[src/rtl/core/lfu_pkg.sv]
// Shared constants and types for the LFU cache table.
package lfu_pkg;

   localparam int CAPACITY   = 16;
   localparam int COUNT_BITS = 16;

   localparam int IDX_BITS   = (CAPACITY > 1) ? $clog2(CAPACITY) : 1;
   localparam int LEAF_COUNT = 1 << IDX_BITS;
   localparam int OCC_BITS   = $clog2(CAPACITY + 1);
   localparam int CAP_BITS   = 5;
   localparam int CMP_BITS   = (OCC_BITS > CAP_BITS) ? OCC_BITS : CAP_BITS;
   localparam int DATA_BITS  = 32;
   localparam int ORDER_BITS = COUNT_BITS + IDX_BITS;

   localparam int CSR_ADDR_BITS = 3;
   localparam int CSR_DATA_BITS = 32;

   localparam logic [CAP_BITS-1:0] CAP_RESET        = CAP_BITS'(16);
   localparam logic                CSR_IDX_CAPACITY = 1'b0;

   localparam logic CMD_GET = 1'b0;
   localparam logic CMD_PUT = 1'b1;

   typedef struct packed {
      logic                        command;
      logic signed [DATA_BITS-1:0] key;
      logic signed [DATA_BITS-1:0] value;
   } lfu_req_type;

   typedef struct packed {
      logic                        hit;
      logic signed [DATA_BITS-1:0] read_value;
      logic                        evicted;
      logic signed [DATA_BITS-1:0] evicted_key;
   } lfu_rsp_type;

   typedef struct packed {
      logic                found;
      logic [IDX_BITS-1:0] idx;
   } lfu_victim_type;

   typedef struct packed {
      logic                  valid;
      logic [ORDER_BITS-1:0] order;
      logic [IDX_BITS-1:0]   idx;
   } lfu_node_type;

endpackage

[src/rtl/core/lfu_victim_select.sv]
// Comparison tree that picks the lowest-count, least recent valid entry.
module lfu_victim_select (
   input  logic [lfu_pkg::CAPACITY-1:0]                           valid,
   input  logic [lfu_pkg::CAPACITY-1:0][lfu_pkg::COUNT_BITS-1:0]  count,
   input  logic [lfu_pkg::CAPACITY-1:0][lfu_pkg::IDX_BITS-1:0]    rank,
   output lfu_pkg::lfu_victim_type                                victim
);
   import lfu_pkg::*;

   lfu_node_type node [2*LEAF_COUNT];

   // Leaves sit at LEAF_COUNT and above; the ordering key is count first, then
   // inverted rank so that the older entry wins a tie on count.
   always_comb begin
      node[0] = '0;
      for (int i = 0; i < LEAF_COUNT; i++) begin
         if (i < CAPACITY) begin
            node[LEAF_COUNT+i].valid = valid[i];
            node[LEAF_COUNT+i].order = {count[i], ~rank[i]};
         end else begin
            node[LEAF_COUNT+i].valid = 1'b0;
            node[LEAF_COUNT+i].order = '0;
         end
         node[LEAF_COUNT+i].idx = IDX_BITS'(i);
      end
      for (int j = LEAF_COUNT - 1; j >= 1; j--) begin
         if (node[2*j].valid &&
             (!node[2*j+1].valid || node[2*j].order <= node[2*j+1].order)) begin
            node[j] = node[2*j];
         end else begin
            node[j] = node[2*j+1];
         end
      end
   end

   assign victim.found = node[1].valid;
   assign victim.idx   = node[1].idx;

endmodule

[src/rtl/core/lfu_table_store.sv]
// Entry storage with key match, use counts, recency ranks and replacement.
module lfu_table_store (
   input  logic                          clock,
   input  logic                          reset,
   input  logic                          req_valid,
   input  lfu_pkg::lfu_req_type          req,
   input  logic [lfu_pkg::CAP_BITS-1:0]  capacity,
   output lfu_pkg::lfu_rsp_type          rsp
);
   import lfu_pkg::*;

   logic [CAPACITY-1:0]                   valid_ff, valid_in;
   logic [CAPACITY-1:0][DATA_BITS-1:0]    key_ff, key_in;
   logic [CAPACITY-1:0][DATA_BITS-1:0]    value_ff, value_in;
   logic [CAPACITY-1:0][COUNT_BITS-1:0]   count_ff, count_in;
   logic [CAPACITY-1:0][IDX_BITS-1:0]     rank_ff, rank_in;

   logic [CAPACITY-1:0]   match;
   logic                  hit;
   logic [IDX_BITS-1:0]   hit_idx;
   logic [DATA_BITS-1:0]  hit_value;
   logic [IDX_BITS-1:0]   hit_rank;
   logic [OCC_BITS-1:0]   occupancy;
   logic [CMP_BITS-1:0]   cap_ext;
   logic [CMP_BITS-1:0]   cap_eff;
   logic                  do_put;
   logic                  do_touch;
   logic                  do_miss_put;
   logic                  need_evict;
   logic [CAPACITY-1:0]   free_mask;
   logic                  do_insert;
   logic [IDX_BITS-1:0]   slot;
   logic [IDX_BITS-1:0]   victim_rank;
   lfu_victim_type        victim;

   lfu_victim_select u_victim (
      .valid  (valid_ff),
      .count  (count_ff),
      .rank   (rank_ff),
      .victim (victim)
   );

   always_comb begin
      hit_idx   = '0;
      hit_value = '0;
      occupancy = '0;
      for (int i = 0; i < CAPACITY; i++) begin
         match[i]  = valid_ff[i] && (key_ff[i] == req.key);
         hit_idx   = hit_idx | (match[i] ? IDX_BITS'(i) : '0);
         hit_value = hit_value | (match[i] ? value_ff[i] : '0);
         occupancy = occupancy + OCC_BITS'(valid_ff[i]);
      end
      hit = |match;
   end

   assign hit_rank    = rank_ff[hit_idx];
   assign victim_rank = rank_ff[victim.idx];

   assign cap_ext = CMP_BITS'(capacity);
   assign cap_eff = (cap_ext > CMP_BITS'(CAPACITY)) ? CMP_BITS'(CAPACITY) : cap_ext;

   assign do_put      = req_valid && (req.command == CMD_PUT) && (cap_eff != '0);
   assign do_touch    = req_valid && hit && ((req.command == CMD_GET) || do_put);
   assign do_miss_put = do_put && !hit;
   assign need_evict  = do_miss_put && (CMP_BITS'(occupancy) >= cap_eff) && victim.found;

   always_comb begin
      for (int i = 0; i < CAPACITY; i++) begin
         free_mask[i] = !valid_ff[i] || (need_evict && (victim.idx == IDX_BITS'(i)));
      end
      slot = '0;
      for (int i = CAPACITY - 1; i >= 0; i--) begin
         if (free_mask[i]) begin
            slot = IDX_BITS'(i);
         end
      end
   end

   assign do_insert = do_miss_put && (|free_mask);

   always_comb begin
      valid_in = valid_ff;
      key_in   = key_ff;
      value_in = value_ff;
      count_in = count_ff;
      rank_in  = rank_ff;
      for (int i = 0; i < CAPACITY; i++) begin
         if (do_touch) begin
            if (hit_idx == IDX_BITS'(i)) begin
               rank_in[i] = '0;
               if (count_ff[i] != '1) begin
                  count_in[i] = count_ff[i] + COUNT_BITS'(1);
               end
               if (req.command == CMD_PUT) begin
                  value_in[i] = req.value;
               end
            end else if (valid_ff[i] && (rank_ff[i] < hit_rank)) begin
               rank_in[i] = rank_ff[i] + IDX_BITS'(1);
            end
         end
         if (do_insert) begin
            if (slot == IDX_BITS'(i)) begin
               valid_in[i] = 1'b1;
               key_in[i]   = req.key;
               value_in[i] = req.value;
               count_in[i] = COUNT_BITS'(1);
               rank_in[i]  = '0;
            end else if (need_evict && (victim.idx == IDX_BITS'(i))) begin
               valid_in[i] = 1'b0;
            end else if (valid_ff[i]) begin
               if (need_evict && (rank_ff[i] > victim_rank)) begin
                  rank_in[i] = rank_ff[i];
               end else begin
                  rank_in[i] = rank_ff[i] + IDX_BITS'(1);
               end
            end
         end
      end
   end

   always_ff @(posedge clock) begin
      if (reset) begin
         valid_ff <= '0;
      end else begin
         valid_ff <= valid_in;
      end
   end

   always_ff @(posedge clock) begin
      key_ff   <= key_in;
      value_ff <= value_in;
      count_ff <= count_in;
      rank_ff  <= rank_in;
   end

   assign rsp.hit         = hit;
   assign rsp.read_value  = ((req.command == CMD_GET) && hit) ? hit_value : '1;
   assign rsp.evicted     = need_evict;
   assign rsp.evicted_key = need_evict ? key_ff[victim.idx] : '0;

endmodule

[src/rtl/core/lfu_cache_table.sv]
// Top level of the LFU cache table: request and result registers, CSR port.
//
// A request (get or put of a key and value) is accepted at a clock edge where
// start is high and busy is low. busy stays low, so one request can be taken
// in every cycle. The request is registered, the table is searched and
// updated at the next edge; from then the result is shown on the rsp_ ports,
// with rsp_strobe high for a single cycle.
// Back-to-back requests see each other's updates in order.
// Throughput is one request per cycle; the path from the request register
// through the parallel key compare and the victim comparison tree to the
// table registers sets the cycle time.
// The receiver cannot stall: each result is valid for one cycle only.
// The capacity register sits at byte address 0 of the APB-style port and
// may only be written while no request is in flight.
// Synchronous reset empties the table, drops any request in flight and sets
// the capacity to 16.
module lfu_cache_table (
   input  logic                                clock,
   input  logic                                reset,
   input  logic                                start,
   output logic                                busy,
   input  logic                                req_command,
   input  logic signed [lfu_pkg::DATA_BITS-1:0] req_key,
   input  logic signed [lfu_pkg::DATA_BITS-1:0] req_value,
   output logic                                rsp_strobe,
   output logic                                rsp_hit,
   output logic signed [lfu_pkg::DATA_BITS-1:0] rsp_read_value,
   output logic                                rsp_evicted,
   output logic signed [lfu_pkg::DATA_BITS-1:0] rsp_evicted_key,
   input  logic                                psel,
   input  logic                                penable,
   input  logic                                pwrite,
   input  logic [lfu_pkg::CSR_ADDR_BITS-1:0]   paddr,
   input  logic [lfu_pkg::CSR_DATA_BITS-1:0]   pwdata,
   output logic [lfu_pkg::CSR_DATA_BITS-1:0]   prdata,
   output logic                                pready
);
   import lfu_pkg::*;

   logic                 req_valid_ff;
   lfu_req_type          req_ff;
   logic                 rsp_strobe_ff;
   lfu_rsp_type          rsp_ff;
   lfu_rsp_type          rsp_in;
   logic [CAP_BITS-1:0]  capacity_ff;
   logic                 accept;
   logic                 csr_write;
   logic                 csr_hit_capacity;

   assign busy   = 1'b0;
   assign accept = start && !busy;

   assign pready           = 1'b1;
   assign csr_hit_capacity = (paddr[CSR_ADDR_BITS-1:2] == CSR_IDX_CAPACITY);
   assign csr_write        = psel && penable && pwrite && pready && csr_hit_capacity;
   assign prdata = csr_hit_capacity ? CSR_DATA_BITS'(capacity_ff) : '0;

   always_ff @(posedge clock) begin
      if (reset) begin
         capacity_ff   <= CAP_RESET;
         req_valid_ff  <= 1'b0;
         rsp_strobe_ff <= 1'b0;
      end else begin
         if (csr_write) begin
            capacity_ff <= pwdata[CAP_BITS-1:0];
         end
         req_valid_ff  <= accept;
         rsp_strobe_ff <= req_valid_ff;
      end
   end

   always_ff @(posedge clock) begin
      if (accept) begin
         req_ff.command <= req_command;
         req_ff.key     <= req_key;
         req_ff.value   <= req_value;
      end
      if (req_valid_ff) begin
         rsp_ff <= rsp_in;
      end
   end

   lfu_table_store u_table (
      .clock     (clock),
      .reset     (reset),
      .req_valid (req_valid_ff),
      .req       (req_ff),
      .capacity  (capacity_ff),
      .rsp       (rsp_in)
   );

   assign rsp_strobe      = rsp_strobe_ff;
   assign rsp_hit         = rsp_ff.hit;
   assign rsp_read_value  = rsp_ff.read_value;
   assign rsp_evicted     = rsp_ff.evicted;
   assign rsp_evicted_key = rsp_ff.evicted_key;

endmodule

[config.mk]
export PLATFORM = sky130hd
export DESIGN_NAME = lfu_cache_table
export DESIGN_NICKNAME = d
export VERILOG_FILES = /design/src/rtl/core/lfu_pkg.sv /design/src/rtl/core/lfu_victim_select.sv /design/src/rtl/core/lfu_table_store.sv /design/src/rtl/core/lfu_cache_table.sv
export SDC_FILE = /design/constraint.sdc
export NUM_CORES = 2
export LEC_CHECK = 0
export BUFFER_PORTS_ARGS = -buffer_cell sky130_fd_sc_hd__clkbuf_2
export CORE_AREA = 2 2 433 435
export DETAILED_ROUTE_END_ITERATION = 16
export DIE_AREA = 0 0 435 437
export PLACE_DENSITY = 0.7
export SYNTH_ARGS = -nofsm -noshare
export SYNTH_HDL_FRONTEND = slang
export SYNTH_SLANG_ARGS = --single-unit
[constraint.sdc]
create_clock -name clock -period 17.5 [get_ports clock]
set_input_delay 0.875 -clock clock [delete_from_list [all_inputs] [get_ports clock]]
set_output_delay 0.875 -clock clock [all_outputs]
set_load 0.02 [all_outputs]
==> metrics.md <==
| Metric | Value |
|---|---|
| Die height | `437 um` |
| Hold Vio Cnt, Final | `0` |
| Number of synthesized register bits | `1498` |
| Initial Util | `0.448` |
| Critical path class | `register to register` |
| Syn Inst Count | `8310` |
| P_int | `5.93 mW` |
| I/O Buffers | `148` |
| Beginning of the worst hold path | `req_key[28]` |
| Synthesis-to-finish area growth | `10.7%` |
| Switch share | `0.249` |
| Initial antenna violation count | `9` |
| Setup-failing EPs final | `0` |
| CP most frequent cell | `buf_4` |
| Cell count along the critical path | `39` |
| Slew HR | `-0.0290` |
| Post-Layout Cell Count | `10900` |
| Worst path required time | `18.05 ns` |
| Maximum vdd drop | `0.0894 mV` |
| Worst slew pin tran | `1.53 ns` |
| Synth cell types | `95` |
| Worst path max stage delay | `1.07 ns` |
| FILL cells | `16700` |
| Cts hold-fix bufs | `0` |
| Crit path from | `u_table.valid_ff[8]$_SDFFE_PP0P_` |
| Critical Path End Type | `register` |
| WL/cell | `26.4 um` |
| Worst setup margin | `2.31 ns` |
| Vias in the first global route | `66500` |
| Fin. max-slew vios | `14` |
| Placed Cells | `10600` |
| Pin count of the biggest net entering global routing | `165` |
| Setup_tns | `0 ns` |
| Hold Path Depth | `1` |
| Max Buffers Root-to-Sink | `3` |
| Slowest cell on the critical path | `a2111oi_0` |
| Family with the most delay on the worst path | `compound AO/OA/AOI/OAI gates` |
| Final setup skew | `0.0458 ns` |
| # resized after CTS | `0` |
| Skew-Pair Late Insertion Delay | `0.86 ns` |
| Via density per instance | `6.29` |
| Crit start category | `register` |
| Setup bufs post-CTS | `0` |
| Die ar. | `190000 um^2` |
| HPWL after detailed placement | `193000 um` |
| Logic gate share of total power | `0.074` |
| Clock transition at the registers of the reported paths | `0.06 ns` |
| Max FO, Critical Path | `75` |
| Root Driver | `clkbuf_16` |
| Gr usage total | `0.292` |
| Iteration count of the initial detailed-routing pass | `6` |
| FP Rows | `158` |
| CTS Sinks | `1498` |
| Pre-CTS setup slack | `2.96 ns` |
| Global-route wire length before repair | `421000 um` |
| PD cells | `86.1 nW/um^2` |
| Post-synthesis cell area | `82900 um^2` |
| HP Class | `primary input to register` |
| GRT Residual Overflow | `0` |
| Mean Syn Cell Area | `9.98 um^2` |
| Final WL | `289000 um` |
| Core ar. | `185000 um^2` |
| WP buf/inv | `6` |
| Post-route ant nets | `0` |
| Final #Nets | `8890` |
| Ports | `207` |
| Outcome | `complete, but fails checks` |
| NetSw | `1.97 mW` |
| Critical Path AT | `15.74 ns` |
| Pwr Total | `7.90 mW` |
| RSZ-0062 raised after global routing | `false` |
| DR DRC count | `0` |
| Max-cap violations | `2` |
| H-tree levels | `4` |
| Ys async rst share | `0` |
| Design area | `91800 um^2` |
| Layout cell share with drive strength beyond 1 | `0.125` |
| Lkg Pwr | `35.1 nW` |
| Sequential share of power | `0.483` |
| CTS tree | `built` |
| Sequential element share of the synthesized area | `0.447` |
| Worst r2r src | `u_table.valid_ff[8]$_SDFFE_PP0P_` |
| Most used DFF post-synth | `dfxtp_1` |
| Via count | `68800` |
| Clock buffers created by TritonCTS | `158` |
| Final period util | `0.868` |
| Reg area | `37100 um^2` |
| Final GP Congestion | `1.02` |
| Ys Warns | `0` |
| First DRT Iteration DRCs | `8421` |
| Min cycle time layout | `15.19 ns` |
| Clk pwr share | `0.443` |
| Cell depth of the worst flop-to-flop path | `39` |
| Max Fclk | `65.8 MHz` |
| Failing checks | `max-capacitance violations, max-slew violations` |
| Cell Area, Placed | `86400 um^2` |
| Multi-input gate area | `43100 um^2` |
| EDFF count, synth | `707` |
| Die X | `435 um` |
[stage by stage]
stage	hold WS, ns	utilization
finish	0.203	0.496
global placement	0.441	0.467
floorplan	0.434	-
detailed placement	0.451	0.467
CTS	0.166	0.496
global route	0.180	0.496
[logic make-up after synthesis]
kind of cell,share of synthesized area
AOI/OAI and AO/OA,0.113
buffers and inverters,0.0416
DFF,0.447
other,0.0000906
adders and majority gates,0.0712
muxes,0.0890
and+or+nand+nor,0.164
xor gates and xnor gates,0.0739
[layer usage]
metal  part of all wire  global-route usage  vias up
met2               0.45               0.457     3935
li1                   -                   -    30500
met4              0.072               0.189        2
met1               0.38               0.363    33400
met5           0.000045                   0        -
met3               0.10              0.0637      947
[path summary, 6_finish.rpt]
path	endpoint	slack, ns
setup reg to reg	u_table.rank_ff[18]$_DFFE_PP_	2.31
hold reg to reg	u_table.value_ff[289]$_DFF_P_	0.46
hold / removal	req_ff[60]$_DFFE_PP_	0.20
setup / recovery	u_table.rank_ff[18]$_DFFE_PP_	2.31
[sequential cells by signal (all words and copies together), names as in the netlist, 5 cells and up]
name              count
u_table.key_ff      512
u_table.value_ff    512
u_table.count_ff    256
u_table.valid_ff     16
rsp_evicted_key      32
u_table.rank_ff      64
rsp_read_value       32
capacity_ff           5
req_ff               65
[area by class of cell]
class,count,area share
Inverter,318,0.0130
Clock buffer,225,0.0495
Timing Repair Buffer,305,0.0213
Antenna cell,10,0.000273
Multi-Input combinational cell,6037,0.469
Tap cell,2480,0.0338
Clock inverter,69,0.00904
Sequential cell,1498,0.404
[power by group through the flow]
stage / logic [mW] / registers [mW] / clock network (mW)
2_1_floorplan: 0.374 / 3.87 / 0
3_3_place_gp: 0.548 / 3.88 / 0
3_5_place_dp: 0.562 / 3.89 / 0
4_1_cts: 0.566 / 3.81 / 3.52
5_1_grt: 0.619 / 3.82 / 3.65
6_report: 0.588 / 3.81 / 3.50
[placed cells by master (no fill, tap or decap), drive strengths merged, types with 60 or more instances in the layout]
cell type and instances:
a211oi 60, a21oi 348, a221oi 96, a22o 98, a22oi 85, a311oi 111, and3 135, buf 158
clkbuf 372, dfxtp 791, edfxtp 707, ha 456, inv 329, mux2 553, mux2i 115, nand2 939
nand3 355, nand4 242, nor2 554, nor3 142, nor4 207, o21ai 174, xnor2 289, xor2 410
[cell usage after synthesis, types with 85 or more instances]
cell type	instances	area, um^2
a21oi_1	343	1720
a221oi_1	96	841
a22o_1	98	858
a22oi_1	85	638
a311oi_1	111	972
and3_1	135	845
clkbuf_1	298	1120
dfxtp_1	791	15800
edfxtp_1	707	21200
ha_1	456	5710
inv_1	316	1190
mux2_1	176	1980
mux2_2	377	4250
mux2i_1	115	1150
nand2_1	939	3520
nand3_1	355	1780
nand4_1	242	1510
nor2_1	552	2070
nor3_1	142	711
nor4_1	203	1270
o21ai_0	162	811
xnor2_1	289	2530
xor2_1	410	3590
No activity file was read; power rests on OpenSTA's default activity.
